**config.mk**
```make
export PLATFORM = sky130hd
export DESIGN_NAME = heartbeat_watchdog_multi_top
export DESIGN_NICKNAME = d
export VERILOG_FILES = /design/src/rtl/hbw_pkg.sv /design/src/rtl/hbw_lane.sv /design/src/rtl/hbw_merge.sv /design/src/rtl/heartbeat_watchdog_multi_top.sv
export SDC_FILE = /design/constraint.sdc
export NUM_CORES = 1
export LEC_CHECK = 0
export ABC_AREA = 1
export ABC_CLOCK_PERIOD_IN_PS = 9000
export BUFFER_PORTS_ARGS = -buffer_cell sky130_fd_sc_hd__buf_2
export CORE_MARGIN = 8
export CORE_UTILIZATION = 30
export DETAILED_ROUTE_END_ITERATION = 7
export PLACE_DENSITY = 0.55
export SETUP_SLACK_MARGIN = 0.5
export SYNTH_ARGS = -nofsm -noshare
export SYNTH_HDL_FRONTEND = slang
export SYNTH_SLANG_ARGS = --single-unit
```
**constraint.sdc**
```tcl
create_clock -name clk_i -period 9 [get_ports clk_i]
set_input_delay 0.45 -clock clk_i [delete_from_list [all_inputs] [get_ports clk_i]]
set_output_delay 0.45 -clock clk_i [all_outputs]
set_load 0.02 [all_outputs]
```
**src/rtl/hbw_pkg.sv**
```systemverilog
package hbw_pkg;

  localparam int unsigned HbWidth       = 5;
  localparam int unsigned DtWidth       = 10;
  localparam int unsigned LimitWidth    = 16;
  localparam int unsigned IdxOutWidth   = 3;
  localparam int unsigned CfgIdxWidth   = 2;
  localparam int unsigned CfgDataWidth  = 16;
  localparam int unsigned InDataWidth   = 16;
  localparam int unsigned OutDataWidth  = 16;

  localparam int unsigned DefNModules   = 5;
  localparam int unsigned DefCountWidth = 16;

  localparam logic [LimitWidth-1:0] CrashLimitRst   = 16'd1000;
  localparam logic [HbWidth-1:0]    CriticalMaskRst = 5'd29;

  typedef enum logic [CfgIdxWidth-1:0] {
    CfgCrashLimit   = 2'd0,
    CfgCriticalMask = 2'd1
  } cfg_idx_e;

  typedef struct packed {
    logic fail;
    logic crit_fail;
  } lane_stat_t;

  typedef struct packed {
    logic [IdxOutWidth-1:0] failed_index;
    logic                   critical_failure;
    logic                   shutdown_all;
    logic [HbWidth-1:0]     restart_mask;
  } res_t;

endpackage

```
**src/rtl/hbw_lane.sv**
```systemverilog
module hbw_lane #(
  parameter int unsigned CountWidth = hbw_pkg::DefCountWidth
) (
  input  logic                           clk_i,
  input  logic                           rst_ni,
  input  logic                           en_i,
  input  logic                           hb_i,
  input  logic [hbw_pkg::DtWidth-1:0]    dt_i,
  input  logic [hbw_pkg::LimitWidth-1:0] limit_i,
  input  logic                           crit_i,
  input  logic                           go_i,
  output hbw_pkg::lane_stat_t            stat_o
);

  localparam int unsigned SumW =
      ((CountWidth > hbw_pkg::DtWidth) ? CountWidth : hbw_pkg::DtWidth) + 1;
  localparam int unsigned CmpW =
      (CountWidth > hbw_pkg::LimitWidth) ? CountWidth : hbw_pkg::LimitWidth;
  localparam logic [CountWidth-1:0] CntMax = {CountWidth{1'b1}};

  logic [CountWidth-1:0] cnt_q, cnt_d, cnt_sat;
  logic                  pend_q, pend_d;
  logic [SumW-1:0]       sum;
  logic                  pend_now;

  assign pend_now = pend_q | hb_i;
  assign sum      = SumW'(cnt_q) + SumW'(dt_i);
  assign cnt_sat  = (sum > SumW'(CntMax)) ? CntMax : sum[CountWidth-1:0];

  assign stat_o.fail      = !pend_now && (CmpW'(cnt_sat) > CmpW'(limit_i));
  assign stat_o.crit_fail = stat_o.fail && crit_i;

  always_comb begin
    cnt_d  = cnt_q;
    pend_d = pend_q;
    if (en_i) begin
      cnt_d  = (pend_now && go_i) ? '0 : cnt_sat;
      pend_d = pend_now && !go_i;
    end
  end

  always_ff @(posedge clk_i or negedge rst_ni) begin
    if (!rst_ni) begin
      cnt_q  <= '0;
      pend_q <= 1'b0;
    end else begin
      cnt_q  <= cnt_d;
      pend_q <= pend_d;
    end
  end

endmodule

```
**src/rtl/hbw_merge.sv**
```systemverilog
module hbw_merge #(
  parameter int unsigned NModules = hbw_pkg::DefNModules
) (
  input  hbw_pkg::lane_stat_t [NModules-1:0]   stat_i,
  output logic [NModules-1:0]                  go_o,
  output logic [hbw_pkg::HbWidth-1:0]          restart_o,
  output logic                                 found_o,
  output logic [hbw_pkg::IdxOutWidth-1:0]      fidx_o
);

  localparam int unsigned IdxW = (NModules > 1) ? $clog2(NModules) : 1;

  logic [IdxW-1:0] idx;

  always_comb begin
    go_o[0] = 1'b1;
    for (int i = 1; i < NModules; i++) begin
      go_o[i] = go_o[i-1] && !stat_i[i-1].crit_fail;
    end
  end

  always_comb begin
    found_o = 1'b0;
    idx     = '0;
    for (int i = NModules - 1; i >= 0; i--) begin
      if (stat_i[i].crit_fail) begin
        found_o = 1'b1;
        idx     = IdxW'(i);
      end
    end
  end

  assign fidx_o = hbw_pkg::IdxOutWidth'(idx);

  always_comb begin
    restart_o = '0;
    for (int i = 0; i < NModules && i < hbw_pkg::HbWidth; i++) begin
      restart_o[i] = stat_i[i].fail && !stat_i[i].crit_fail && go_o[i];
    end
  end

endmodule

```
**src/rtl/heartbeat_watchdog_multi_top.sv**
```systemverilog
// Multi-channel heartbeat watchdog. Each poll request on the slave stream carries new heartbeat
// bits, the time elapsed since the previous poll and a stop flag; one result per poll leaves on
// the master stream. All module counters advance and are checked in parallel lanes, and a
// priority pick finds the first failed critical module, so a poll is accepted every cycle
// while the skid entry is empty. A two-entry output buffer keeps input flowing while a
// result waits. After shutdown latches, every poll reports shutdown only; reset clears it.
// Configuration writes (crash limit, critical mask) are always ready and should be made idle.
module heartbeat_watchdog_multi_top #(
  parameter int unsigned NModules   = hbw_pkg::DefNModules,
  parameter int unsigned CountWidth = hbw_pkg::DefCountWidth
) (
  input  logic                             clk_i,
  input  logic                             rst_ni,
  input  logic                             s_axis_tvalid,
  output logic                             s_axis_tready,
  // heartbeat_in[4:0], elapsed_time[14:5], stop_request[15]
  input  logic [hbw_pkg::InDataWidth-1:0]  s_axis_tdata,
  output logic                             m_axis_tvalid,
  input  logic                             m_axis_tready,
  // restart_mask[4:0], shutdown_all[5], critical_failure[6], failed_index[9:7], zero[15:10]
  output logic [hbw_pkg::OutDataWidth-1:0] m_axis_tdata,
  input  logic                             cfg_valid_i,
  output logic                             cfg_ready_o,
  input  logic [hbw_pkg::CfgIdxWidth-1:0]  cfg_index_i,
  input  logic [hbw_pkg::CfgDataWidth-1:0] cfg_data_i
);

  localparam int unsigned ResW = $bits(hbw_pkg::res_t);

  logic [hbw_pkg::LimitWidth-1:0] limit_q;
  logic [hbw_pkg::HbWidth-1:0]    cmask_q;
  logic                           shut_q, shut_d;

  logic [hbw_pkg::HbWidth-1:0]    hb;
  logic [hbw_pkg::DtWidth-1:0]    dt;
  logic                           stop;
  logic                           push, pop, lane_en;

  hbw_pkg::lane_stat_t [NModules-1:0] stat;
  logic [NModules-1:0]                go;
  logic [hbw_pkg::HbWidth-1:0]        restart;
  logic                               found;
  logic [hbw_pkg::IdxOutWidth-1:0]    fidx;

  hbw_pkg::res_t res_new, out_q, skid_q;
  logic          out_valid_q, skid_valid_q;

  assign hb   = s_axis_tdata[hbw_pkg::HbWidth-1:0];
  assign dt   = s_axis_tdata[hbw_pkg::HbWidth +: hbw_pkg::DtWidth];
  assign stop = s_axis_tdata[hbw_pkg::HbWidth + hbw_pkg::DtWidth];

  assign s_axis_tready = !skid_valid_q;
  assign push          = s_axis_tvalid && s_axis_tready;
  assign pop           = out_valid_q && m_axis_tready;
  assign lane_en       = push && !shut_q;

  assign cfg_ready_o = 1'b1;

  always_ff @(posedge clk_i or negedge rst_ni) begin
    if (!rst_ni) begin
      limit_q <= hbw_pkg::CrashLimitRst;
      cmask_q <= hbw_pkg::CriticalMaskRst;
    end else if (cfg_valid_i) begin
      unique case (cfg_index_i)
        hbw_pkg::CfgCrashLimit:   limit_q <= cfg_data_i[hbw_pkg::LimitWidth-1:0];
        hbw_pkg::CfgCriticalMask: cmask_q <= cfg_data_i[hbw_pkg::HbWidth-1:0];
        default: ;
      endcase
    end
  end

  for (genvar i = 0; i < NModules; i++) begin : g_lane
    logic hb_bit, crit_bit;
    if (i < hbw_pkg::HbWidth) begin : g_wired
      assign hb_bit   = hb[i];
      assign crit_bit = cmask_q[i];
    end else begin : g_unwired
      assign hb_bit   = 1'b0;
      assign crit_bit = 1'b0;
    end

    hbw_lane #(
      .CountWidth (CountWidth)
    ) u_lane (
      .clk_i   (clk_i),
      .rst_ni  (rst_ni),
      .en_i    (lane_en),
      .hb_i    (hb_bit),
      .dt_i    (dt),
      .limit_i (limit_q),
      .crit_i  (crit_bit),
      .go_i    (go[i]),
      .stat_o  (stat[i])
    );
  end

  hbw_merge #(
    .NModules (NModules)
  ) u_merge (
    .stat_i    (stat),
    .go_o      (go),
    .restart_o (restart),
    .found_o   (found),
    .fidx_o    (fidx)
  );

  always_comb begin
    shut_d  = shut_q;
    res_new = '0;
    if (shut_q) begin
      res_new.shutdown_all = 1'b1;
    end else begin
      res_new.restart_mask     = restart;
      res_new.shutdown_all     = found || stop;
      res_new.critical_failure = found;
      res_new.failed_index     = found ? fidx : '0;
      if (push) begin
        shut_d = found || stop;
      end
    end
  end

  always_ff @(posedge clk_i or negedge rst_ni) begin
    if (!rst_ni) begin
      shut_q <= 1'b0;
    end else begin
      shut_q <= shut_d;
    end
  end

  always_ff @(posedge clk_i or negedge rst_ni) begin
    if (!rst_ni) begin
      out_valid_q  <= 1'b0;
      skid_valid_q <= 1'b0;
    end else if (!out_valid_q || pop) begin
      out_valid_q  <= skid_valid_q || push;
      skid_valid_q <= 1'b0;
    end else if (push) begin
      skid_valid_q <= 1'b1;
    end
  end

  always_ff @(posedge clk_i) begin
    if (!out_valid_q || pop) begin
      if (skid_valid_q) begin
        out_q <= skid_q;
      end else if (push) begin
        out_q <= res_new;
      end
    end else if (push) begin
      skid_q <= res_new;
    end
  end

  assign m_axis_tvalid = out_valid_q;
  assign m_axis_tdata  = {{(hbw_pkg::OutDataWidth - ResW){1'b0}}, out_q};

endmodule

```
=== After elaboration in Yosys (flattened, before gate mapping) ===
Cells that the tools add are included.

* Bits in registers: 128
* Bits of input ports: 39
* Output and inout port bits: 19
* Word-level logic and storage cells: 132

* Add/sub/neg operators: 5
* Order comparisons: 10
* Equality and inequality tests: 1
* Multiplexer cells: 30
* Bitwise logic cells: 5
* Reductions and logical operators: 59

{| class="wikitable"
|+ Operators with widths
! operator !! count
|-
| 16-bit 2-to-1 mux || 10
|-
| 16-bit by 10-bit adder with 17-bit output || 5
|-
| 17-bit by 16-bit greater-than comparator with 1-bit output, second input constant || 5
|-
| 16-bit greater-than comparator || 5
|-
| 1-bit logical AND || 33
|-
| 10-bit 2-to-1 mux || 2
|-
| 3-bit 2-to-1 mux || 6
|-
| 1-bit zero test || 16
|-
| 1-bit 2-to-1 mux || 10
|-
| 2-bit AND reduction || 4
|-
| 5-bit 2-to-1 mux || 1
|-
| 4-bit 2-to-1 mux || 1
|-
| 1-bit bitwise OR || 4
|-
| 2-bit nonzero test || 2
|-
| 1-bit logical OR || 3
|-
| 2-bit by 1-bit equality test with 1-bit output, second input constant || 1
|-
| 2-bit zero test || 1
|-
| 1-bit NOT || 1
|}

=== Depth between registers and ports, before layout ===
Gate-level depths: netlist (run 1).

* Depth after elaboration: 15
* Gate-level depth with buffers: 29
* Gate-level depth less buffers: 27

=== Hierarchy ===
Synthesis (run 1) repeated with hierarchy kept, for this count alone.

* Cell total of the unflattened synthesis: 1811
* Area total of the unflattened synthesis: 12259.3 µm²

{| class="wikitable"
|+ By module, submodules not included
! module !! times used !! cells an instance !! area an instance (µm²)
|-
| hbw_lane (g_lane[1].u_lane ...) || 3 || 317 || 2052.0
|-
| hbw_lane (g_lane[2].u_lane) || 1 || 321 || 2049.5
|-
| hbw_lane (g_lane[0].u_lane) || 1 || 321 || 2048.2
|-
| heartbeat_watchdog_multi_top || 1 || 190 || 1871.8
|-
| hbw_merge || 1 || 28 || 133.9
|}

=== Least setup slack after synthesis (run 1) ===
Ideal clock, no wire load.

* Kind: in2reg
* From: in s_axis_tdata[6] (netlist name)
* To: reg out_q, in the netlist m_axis_tdata[5] (data pin)
* Library setup time: 0.253 ns
* Data arrival time: 3.059 ns
* Data required time: 8.747 ns
* Slack: 5.688 ns
* Cell stages on the path: 22
* Buffers on the path: 1
* Cell sequence: inv_1 > fa_1 > inv_1 > nand3_1 > nand3_2 > nand2_2 > nor2_4 > nand3_4 > buf_6 > nand2_2 > ha_1 > a21o_1 > nor2_1 > nand2_1 > nand2_1 > nand2_2 > nand3_4 > nand2_4 > nor2_8 > nand3_1 > nand2_1 > nand2_1

{| class="wikitable"
|+ RTL lines
! item !! RTL line !! RTL
|-
| from (decl) || heartbeat_watchdog_multi_top.sv:17 || <nowiki>input logic [hbw_pkg::InDataWidth-1:0] s_axis_tdata,</nowiki>
|-
| to (signal assigned) || heartbeat_watchdog_multi_top.sv:146 || <nowiki>out_q <= skid_q;</nowiki>
|-
| to (signal assigned) || heartbeat_watchdog_multi_top.sv:148 || <nowiki>out_q <= res_new;</nowiki>
|-
| to (decl) || heartbeat_watchdog_multi_top.sv:45 || <nowiki>hbw_pkg::res_t res_new, out_q, skid_q;</nowiki>
|}

=== Final worst setup path (run 1) ===
* From: reg g_lane[0].u_lane.cnt_q[0]
* To: reg g_lane[2].u_lane.cnt_q[7]

* Word-level cells in the longest chain between the ends: 10

{| class="wikitable"
|+ Ends and longest elaborated chain
! item !! RTL line !! RTL
|-
| from (decl) || hbw_lane.sv:21 || <nowiki>logic [CountWidth-1:0] cnt_q, cnt_d, cnt_sat;</nowiki>
|-
| from (signal assigned) || hbw_lane.sv:47 || <nowiki>cnt_q <= cnt_d;</nowiki>
|-
| 16-bit by 10-bit adder with 17-bit output (*) || hbw_lane.sv:27 || <nowiki>assign sum = SumW'(cnt_q) + SumW'(dt_i);</nowiki>
|-
| 17-bit by 16-bit greater-than comparator with 1-bit output || hbw_lane.sv:28 || <nowiki>assign cnt_sat = (sum > SumW'(CntMax)) ? CntMax : sum[CountWidth-1:0];</nowiki>
|-
| 16-bit 2-to-1 mux (*) || hbw_lane.sv:28 ||
|-
| 16-bit greater-than comparator (*) || hbw_lane.sv:30 || <nowiki>assign stat_o.fail = !pend_now && (CmpW'(cnt_sat) > CmpW'(limit_i));</nowiki>
|-
| 1-bit logical AND (*) || hbw_lane.sv:30 ||
|-
| 1-bit logical AND (*) || hbw_lane.sv:31 || <nowiki>assign stat_o.crit_fail = stat_o.fail && crit_i;</nowiki>
|-
| 1-bit zero test (*) || hbw_merge.sv:18 || <nowiki>go_o[i] = go_o[i-1] && !stat_i[i-1].crit_fail;</nowiki>
|-
| 1-bit logical AND (*) || hbw_merge.sv:18 ||
|-
| 1-bit logical AND (*) || hbw_lane.sv:37 || <nowiki>cnt_d = (pend_now && go_i) ? '0 : cnt_sat;</nowiki>
|-
| 16-bit 2-to-1 mux (*) || hbw_lane.sv:37 ||
|-
| to (signal assigned) || hbw_lane.sv:47 ||
|-
| to (decl) || hbw_lane.sv:21 ||
|}

Every way passes the cells marked *; elsewhere a longest branch is shown, timed or not.
A chain may end at the register's enable or synchronous reset.

==> results of run 1 <==
==> synth_stat cells, types with 20 or more instances <==
cell and n:
edfxtp_1 20, nand2_2 26, xor2_1 34, nand2_1 433
dfrtp_1 98, o21ai_0 64, ha_1 130, inv_1 188
nor2_1 118, nand3_1 92, a21oi_1 102
==> worst max-delay path by stage <==
stage	to	from	cells after the start	slack (ns)
final	g_lane[2].u_lane.cnt_q[7]	g_lane[0].u_lane.cnt_q[0]	20	5.01
after global routing	g_lane[2].u_lane.cnt_q[7]	g_lane[1].u_lane.cnt_q[0]	22	4.69
after CTS	g_lane[2].u_lane.cnt_q[7]	g_lane[0].u_lane.cnt_q[0]	20	4.93
after detailed placement	g_lane[2].u_lane.cnt_q[7]	s_axis_tdata[6]	20	4.49
after global placement	g_lane[2].u_lane.cnt_q[7]	s_axis_tdata[6]	20	4.46
after floorplan	m_axis_tdata[5]	s_axis_tdata[6]	22	5.69
==> per-layer routing <==
| layer | vias up | share of wire (%) | GRT usage (%) |
|---|---|---|---|
| li1 | 4828 | - | - |
| met1 | 4361 | 45 | 18.89 |
| met2 | 181 | 49 | 26.76 |
| met3 | 45 | 3.3 | 2.203 |
| met4 | 0 | 2.9 | 5.837 |
| met5 | - | 0 | 0 |
==> sequential cells by signal, summed over array words and instances (netlist names) <==
name,flops
cmask_q,5
g_lane.u_lane.cnt_q,80
g_lane.u_lane.pend_q,4
limit_q,16
m_axis_tdata,10
m_axis_tvalid,1
shut_q,1
skid_q,10
skid_valid_q,1
==> cells by family after synthesis <==
logic type	after synthesis	synth area share, %
AND/OR/NAND/NOR	723	29.35
XOR/XNOR	49	4.046
flip-flops	128	31.26
other	2	0.07080
AO/OA/AOI/OAI	206	10.31
buffers and inverters	227	8.693
adder cells (fa/ha/maj)	135	16.28
==> worst max-delay path: stages (launching register included) <==
cell and delay [ns]:
dfrtp_1 0.36, ha_1 0.18, inv_1 0.06, fa_1 0.42, inv_1 0.13, nand3_1 0.10
nand3_2 0.12, nand2_2 0.08, nor2_4 0.13, nand3_4 0.23, o21ai_0 0.27, ha_1 0.33
nand2_1 0.06, nor2_1 0.04, nand2_1 0.08, nor2_1 0.05, nor2_1 0.26, nand3_4 0.19
nand3_2 0.20, nand2_1 0.32, o21ai_1 0.31
==> layout make-up <==
class / count / area [sq um]
fill: 3831 / 23330
multi-input combinational: 1120 / 6394
sequential: 128 / 3316
inverter: 194 / 728.2
tap: 461 / 576.8
clock buffer: 22 / 465.4
timing repair buffer: 54 / 282.8
clock inverter: 9 / 132.6
==> metrics by stage <==
step / util [%] / power, mW
finish: 33.77 / 3.430
global placement: 32.07 / 2.676
floorplan: - / 2.248
global route: 33.77 / 3.768
detailed placement: 32.07 / 2.699
CTS: 33.77 / 3.452
==> power groups by stage <==
stage	clock network (mW)	logic, mW	registers [mW]
3_3_place_gp	0	1.83	0.848
5_1_grt	0.764	2.14	0.861
4_1_cts	0.745	1.87	0.840
2_1_floorplan	0	1.42	0.825
3_5_place_dp	0	1.85	0.848
6_report	0.727	1.86	0.842
==> results.yml, run 1 <==
clock_network:
  cts_resized: 0
  htreeDepth: 4
  clk_latency_ns: 0.44
  clk_path_buf_depth: 2
  cts_tree: "yes"
  cts_buffers: 17
  cts_sinks: 128
  clkSlewWorstSetupHoldPaths_ns: 0.07
  cts_hold_buf: 0
  cts-root-buf: "clkbuf_16"
  cts_setup_buffers: 0
final_layout:
  area_growth_syn_to_layout_pct: 12.14
  fin_nets: 1689
  drive_gt1_share_pct: 9.823
  mostFrequentLayoutCell: "nand2_1"
  antenna_cells: 0
  stdcell_count: 1988
  layout_common_cells: "nand2_1 (433), inv_1 (187), ha_1 (130)"
  fin_area_sq_um: 11900
floorplan:
  start_util_pct: 30.12
  fp-row-count: 69
  die_w_um: 204.0
  die_y_um: 204.0
  ios: 58
  dieArea_sq_um: 41630
  core_sq_um: 35220
critical_path:
  critPathKind: "flip-flop to flip-flop"
  reg2reg_slack_ns: 5.01
  r2r_cells: 20
  crit-reg2reg-launch: "g_lane[0].u_lane.cnt_q[0]"
  crit_fanout: 16
  cp-end-kind: "flip-flop"
  required_ns: 9.33
  start_kind: "flip-flop"
  arrival_ns: 4.32
  reg2reg_to: "g_lane[2].u_lane.cnt_q[7]"
timing:
  finalWorstSetupSlack_ns: 5.011
  hold_viol_final: 0
  min_period_ns: 3.989
  slew_viol_final: 0
  fin_skew_ns: 0.01573
  fin_crit_sh_pct: 44.32
  fin_setup_tns_ns: 0
  whs_ns: 0.1195
  setup_viol: 0
  fmax_mhz: 250.7
  rsz0062_at_grt: "no"
  tightest_slew_ns: 1.141
  slew_headroom_pct: 23.67
place:
  dpl_cell_area_sq_um: 11300
  dpl.hpwl_mm: 22.92
  pre_cts_ws_ns: 4.487
  routabilityCongestion: 0.8714
  place_inst: 1957
  port_buffers: 50
synthesis:
  synthFlopType: "dfrtp_1"
  synthTopCellsByArea: "dfrtp_1 (23%), ha_1 (15%), nand2_1 (15%)"
  yosysSeqAreaShare_pct: 31.26
  avgSynthCellArea_sq_um: 7.216
  ys_warn_count: 0
  syn_area_sq_um: 10610
  synth_cells: 1470
  ys_ff_latch: 128
  synth_cell_type_count: 43
  ys_async_sr_fraction_pct: 84.38
  synth_edf_count: 20
  yosysTopAreaCellShare_pct: 23.12
  synth_largest_area_cell: "dfrtp_1"
power:
  seq_power_share_pct: 24.5
  internal-power_mw: 1.873
  combPwrFrac_pct: 54.3
  p_clk_share_pct: 21.2
  p_switching_mw: 1.557
  powerDensity_nw_per_um2: 288.4
  leakage_nw: 6.509
  ir_drop_uv: 102.8
  switching_share_pct: 45.40
route:
  drt-wirelength-per-cell_um: 15.83
  drtIter0Drc: 593
  firstDrtPassIters: 5
  vias_per_cell: 4.736
  antenna_left: 0
  drc: 0
  routed_wl_mm: 31.46
  vias: 9415
global_route:
  antenna_found_initial: 0
  grtUsageTotal_pct: 15.34
  grt_pass1_vias: 9243
  globalRoute.totalOverflow: 0
  grt_pass1_wl_mm: 49.94
  grt_max_degree: 75
hold_path:
  hp-class: "primary input to asynchronous set/reset pin"
run:
  drv_cap: 0
run_status:
  status: "complete, no violations"
(Power assumes the default switching activity.)
==> run 2: changes to the inputs <==
- ABC_AREA: 1 -> 0
- ABC_CLOCK_PERIOD_IN_PS: 9000 -> 3500
- PLACE_DENSITY: 0.55 -> 0.57
- clock period: 9 -> 3.5 ns (I/O delays scaled with it)
==> results.yml, run 2 <==
run_status:
  status: "complete, but fails checks"
  violations: "setup timing"
synthesis:
  synth_cell_type_count: 73
  ys_warn_count: 0
  yosys.area_share.simple_pct: 16.61
  ys_async_sr_fraction_pct: 84.38
  yosysSeqAreaShare_pct: 32.87
  synth_largest_area_cell: "dfrtp_1"
  synth_compound_area_share_pct: 23.91
  yosysTopAreaCellShare_pct: 24.31
  synth-xor-area-share_pct: 3.300
  netlist_top_cells_count: "ha_1 (130), nand2_1 (120), dfrtp_1 (98), a21oi_1 (94), nor2_1 (73)"
  synth_edf_count: 20
  synth_cells: 1102
  yosysMostFrequentCell: "ha_1"
  synthFlopType: "dfrtp_1"
  avgSynthCellArea_sq_um: 9.152
  syn_area_sq_um: 10090
  synthAdderAreaFrac_pct: 17.12
  ys_ff_latch: 128
  synthTopCellsByArea: "dfrtp_1 (24%), ha_1 (16%), edfxtp_1 (6.0%)"
  synthMuxAreaShare_pct: 2.481
  synth_top_family_by_area: "compound AO/OA/AOI/OAI gates"
route:
  vias: 9812
  antenna_left: 0
  routed_wl_mm: 34.41
  firstDrtPassIters: 5
  drtIter0Drc: 535
  vias_per_cell: 5.132
  drc: 0
  drt-wirelength-per-cell_um: 18.00
timing:
  slew_viol_final: 0
  fin_skew_ns: 0.01269
  slew_headroom_pct: 37.92
  fmax_mhz: 233.6
  hold_viol_final: 0
  min_period_ns: 4.280
  setup_viol: 89
  fin_crit_sh_pct: 122.3
  finalWorstSetupSlack_ns: -0.7805
  rsz0062_at_grt: "yes"
  tightest_slew_ns: 0.9272
  whs_ns: 0.008179
power:
  fin_total_pwr_mw: 10.65
  ir_drop_uv: 360.2
  leakage_nw: 6.882
  powerDensity_nw_per_um2: 715.8
floorplan:
  fp-row-count: 67
  start_util_pct: 30.31
  core_sq_um: 33280
  die_w_um: 199.4
  ios: 58
  die_y_um: 199.4
  dieArea_sq_um: 39740
final_layout:
  n_fill_cell: 3177
  area_growth_syn_to_layout_pct: 47.48
  antenna_cells: 0
  layout_common_cells: "buf_4 (274), ha_1 (110), nand2_1 (107)"
  reg_top3: "g_lane.u_lane.cnt_q (80), limit_q (16)"
  fin_area_sq_um: 14870
  fin_util_pct: 44.69
  fin_nets: 1625
  largest_reg_flops: 80
  drive_gt1_share_pct: 39.21
  regMostFlops: "g_lane.u_lane.cnt_q"
  mostFrequentLayoutCell: "buf_4"
clock_network:
  clkSlewWorstSetupHoldPaths_ns: 0.05
  clk_latency_ns: 0.43
  cts-root-buf: "clkbuf_16"
  cts_sinks: 128
  htreeDepth: 4
  cts_tree: "yes"
  clk_path_buf_depth: 2
  cts_buffers: 17
run:
  drv_cap: 0
critical_path:
  crit_fanout: 6
  start_kind: "flip-flop"
  cp-end-kind: "flip-flop"
  required_ns: 3.81
  critPathKind: "flip-flop to flip-flop"
  arrival_ns: 4.59
global_route:
  grt_pass1_vias: 10069
  antenna_found_initial: 1
  grtUsageTotal_pct: 17.41
  grt_pass1_wl_mm: 54.06
  grt_max_degree: 61
  globalRoute.totalOverflow: 0
place:
  dpl_cell_area_sq_um: 13150
  routabilityCongestion: 0.8615
  dpl.hpwl_mm: 24.79
  port_buffers: 50
hold_path:
  hp-class: "primary input to flip-flop"
==> run 2: cell count changes after synthesis, moves of 16 or more <==
cell      delta
a22o_1      +42
nand2_2     -26
inv_1      -149
o21a_1      +17
clkbuf_1    +19
nor2_1      -45
mux2_2      +20
nand2_1    -313
xor2_1      -16
nand3_1     -66
nand2b_1    +19
==> run 2: critical path, stage by stage (launching register included) <==
cell,delay (ns)
dfrtp_1,0.36
ha_2,0.20
inv_2,0.04
fa_2,0.34
nor2b_2,0.14
o31a_1,0.20
o311ai_2,0.15
a31o_4,0.28
nor3b_4,0.21
mux2_4,0.33
ha_4,0.22
a21oi_2,0.12
nand2_1,0.06
a21o_1,0.19
o311a_4,0.41
a21oi_4,0.26
buf_6,0.14
buf_6,0.09
a21oi_4,0.06
buf_6,0.18
a22o_1,0.19
==> run 2: cell families after synthesis <==
logic type               after synthesis
AO/OA/AOI/OAI                        351
XOR/XNOR                              38
adder cells (fa/ha/maj)              135
buffers and inverters                 85
flip-flops                           128
multiplexers                          22
other                                  2
AND/OR/NAND/NOR                      341
==> run 2: final timing paths <==
check	from	cells after the start	slack, ns	end
min in group asynchronous	rst_ni	2	0.33	g_lane[0].u_lane.cnt_q[8]
max	g_lane[1].u_lane.cnt_q[0]	20	-0.78	g_lane[3].u_lane.cnt_q[10]
min reg2reg	g_lane[2].u_lane.cnt_q[0]	2	0.50	g_lane[2].u_lane.cnt_q[0]
max in group asynchronous	rst_ni	3	2.31	limit_q[8]
min	cfg_data_i[3]	3	0.008	limit_q[3]
max reg2reg	g_lane[1].u_lane.cnt_q[0]	20	-0.78	g_lane[3].u_lane.cnt_q[10]
==> run 2: area by class of cell <==
type	instances	area (sq um)	area share (%)
tap	448	560.5	3.769
sequential	128	3316	22.29
clock buffer	25	475.5	3.196
clock inverter	7	62.56	0.4206
inverter	40	150.1	1.009
multi-input combinational	894	7405	49.78
timing repair buffer	370	2905	19.53
==> run 2: timing repair <==
item	CTS	global route
pin swaps	34	18
endpoints found under the hold margin	57	0
setup endpoints to repair	89	89
gates cloned	2	1
gates resized for setup	120	43
setup buffers	24	13
hold buffers	14	0
==> run 2: layer usage <==
layer	part of all wire [%]	GRT usage, %	vias to the layer above
met5	0.035	0	-
li1	-	-	4791
met3	3.9	3.301	69
met4	3.6	7.275	2
met2	47	29.19	194
met1	45	21.71	4756
==> run 2: through the flow <==
stage	setup slack, ns	TNS [ns]	std cells
5_1_grt	-0.9565	-72.04	1912
4_1_cts	-0.7709	-53.75	1898
6_report	-0.7805	-57.18	1912
2_1_floorplan	-0.6467	-28.44	1107
3_5_place_dp	-0.9331	-68.74	1826
3_3_place_gp	-0.9256	-67.45	1826
==> run 2: power by group <==
part | leakage [nW] | switching [mW] | internal, mW
registers | 1.59 | 0.273 | 1.90
clock network | 0.265 | 0.690 | 1.01
logic | 5.03 | 3.32 | 3.46
==> run 3: changes to the inputs <==
- CORE_MARGIN: 8 -> 2
- REMOVE_ABC_BUFFERS: default -> 1
==> results.yml, run 3 (same netlist as run 2, synthesis figures left out) <==
power:
  p_clk_share_pct: 15.9
  combPwrFrac_pct: 64.7
  internal-power_mw: 6.575
  p_switching_mw: 4.563
  fin_total_pwr_mw: 11.14
  seq_power_share_pct: 19.5
  leakage_nw: 7.152
  powerDensity_nw_per_um2: 723.4
  switching_share_pct: 40.97
  ir_drop_uv: 289.0
final_layout:
  reg_top3: "g_lane.u_lane.cnt_q (80), limit_q (16)"
  antenna_cells: 0
  drive_gt1_share_pct: 42.56
  mostFrequentLayoutCell: "buf_4"
  largest_reg_flops: 80
  layout_common_cells: "buf_4 (308), ha_1 (102), nand2_1 (100)"
  fin_nets: 1667
  fin_util_pct: 46.26
  regMostFlops: "g_lane.u_lane.cnt_q"
  area_growth_syn_to_layout_pct: 52.65
route:
  drt-wirelength-per-cell_um: 18.23
  antenna_left: 0
  highest_layer: "met4"
  wl_met2_mm: 17.03
  drc: 0
  firstDrtPassIters: 5
  met3_length_mm: 1.662
  routed_wl_mm: 35.63
  vias: 10108
  drtIter0Drc: 697
  drt-met1-wl_mm: 15.41
  vias_per_cell: 5.173
clock_network:
  cts_buffers: 17
  cts_sinks: 128
  clk_latency_ns: 0.44
  htreeDepth: 4
  clkSlewWorstSetupHoldPaths_ns: 0.06
  clk_path_buf_depth: 2
  cts_tree: "yes"
  cts-root-buf: "clkbuf_16"
floorplan:
  core_sq_um: 33280
  die_w_um: 187.4
  die_y_um: 187.4
  dieArea_sq_um: 35100
  fp-row-count: 67
  ios: 58
  start_util_pct: 30.31
run:
  drv_cap: 0
critical_path:
  arrival_ns: 4.56
  r2r_cells: 20
  reg2reg_slack_ns: -0.88
  cp-end-kind: "flip-flop"
  required_ns: 3.68
  critPathKind: "flip-flop to flip-flop"
  crit-reg2reg-launch: "g_lane[1].u_lane.cnt_q[0]"
  crit_fanout: 6
  reg2reg_to: "m_axis_tdata[6]"
  start_kind: "flip-flop"
global_route:
  antenna_found_initial: 0
  grtUsageTotal_pct: 20.06
  grt_pass1_wl_mm: 54.99
  grt_pass1_vias: 10149
  globalRoute.totalOverflow: 0
  grt_max_degree: 59
timing:
  fin_skew_ns: 0.01147
  tightest_slew_ns: 0.9183
  rsz0062_at_grt: "yes"
  slew_viol_final: 0
  fmax_mhz: 228.5
  setup_viol: 89
  fin_crit_sh_pct: 125.0
  min_period_ns: 4.376
  slew_headroom_pct: 38.71
  finalWorstSetupSlack_ns: -0.8759
  hold_viol_final: 0
run_status:
  violations: "setup timing"
  status: "complete, but fails checks"
hold_path:
  min_to: "cmask_q[4]"
  hp-start: "cfg_data_i[4]"
  min_delay_path_depth: 2
  hp-class: "primary input to flip-flop"
place:
  dpl.hpwl_mm: 24.33
  pre_cts_ws_ns: -1.308
  routabilityCongestion: 0.8691
  port_buffers: 50
==> run 3: cell type report <==
cell class / count / area, sq um
fill: 3123 / 17880
multi-input combinational: 896 / 7606
sequential: 128 / 3316
timing repair buffer: 410 / 3191
tap: 448 / 560.5
clock buffer: 18 / 439.2
inverter: 40 / 150.1
clock inverter: 14 / 133.9
==> run 3: metrics by stage <==
stage,setup TNS (ns),hold WS [ns],area (sq um),cells
floorplan,-56.58,-0.1206,9888,1062
global placement,-84.86,0.2961,12930,1845
detailed placement,-95.54,0.3028,12930,1845
CTS,-57.17,0.004247,14860,1934
global route,-77.18,0.02211,15400,1954
finish,-63.93,0.04783,15400,1954
==> run 3: power by group through the flow <==
stage / Sequential (mW) / Combinational (mW) / Clock (mW)
final: 2.17 / 7.20 / 1.77
after global routing: 2.22 / 7.87 / 1.86
after detailed placement: 2.15 / 5.85 / 0
after floorplan: 2.13 / 3.30 / 0
after global placement: 2.15 / 5.70 / 0
after CTS: 2.15 / 6.68 / 1.80
==> run 3: how the worst max path moves through the flow <==
stage                              startpoint                    endpoint  depth (start not counted)
floorplan           g_lane[1].u_lane.cnt_q[0]             m_axis_tdata[5]                         17
detailed placement            s_axis_tdata[5]   g_lane[3].u_lane.cnt_q[8]                         21
finish              g_lane[1].u_lane.cnt_q[0]             m_axis_tdata[6]                         20
CTS                 g_lane[1].u_lane.cnt_q[0]             m_axis_tdata[5]                         18
global placement              s_axis_tdata[5]  g_lane[3].u_lane.cnt_q[12]                         23
global route        g_lane[1].u_lane.cnt_q[0]  g_lane[3].u_lane.cnt_q[15]                         21
==> run 3: repair_timing <==
action                     4_1_cts  5_1_grt
setup endpoints to repair       89       92
gates resized for setup        195       78
pin swaps                       86       34
hold buffers                    15        1
setup buffers                   39       18
gates cloned                     3        1
hold endpoints to repair        63        1
==> run 3: metal layers <==
metal / vias to the layer above / track usage [%]
li1: 4882 / -
met1: 4882 / 24.63
met2: 254 / 34.07
met3: 90 / 3.640
met4: 0 / 9.402
met5: - / 0
==> run 3: critical path: stages, from the launching register on <==
cell      delay (ns)
dfrtp_1         0.35
ha_2            0.19
inv_2           0.04
fa_2            0.36
nor2b_2         0.16
o31a_1          0.21
o311ai_2        0.13
a31o_2          0.27
buf_6           0.14
or2_4           0.27
o21ai_2         0.08
ha_1            0.27
nand4_1         0.21
nor4_4          0.08
a21boi_2        0.17
o311a_1         0.41
buf_6           0.15
a21oi_4         0.13
buf_12          0.15
a31oi_4         0.08
mux2_4          0.27
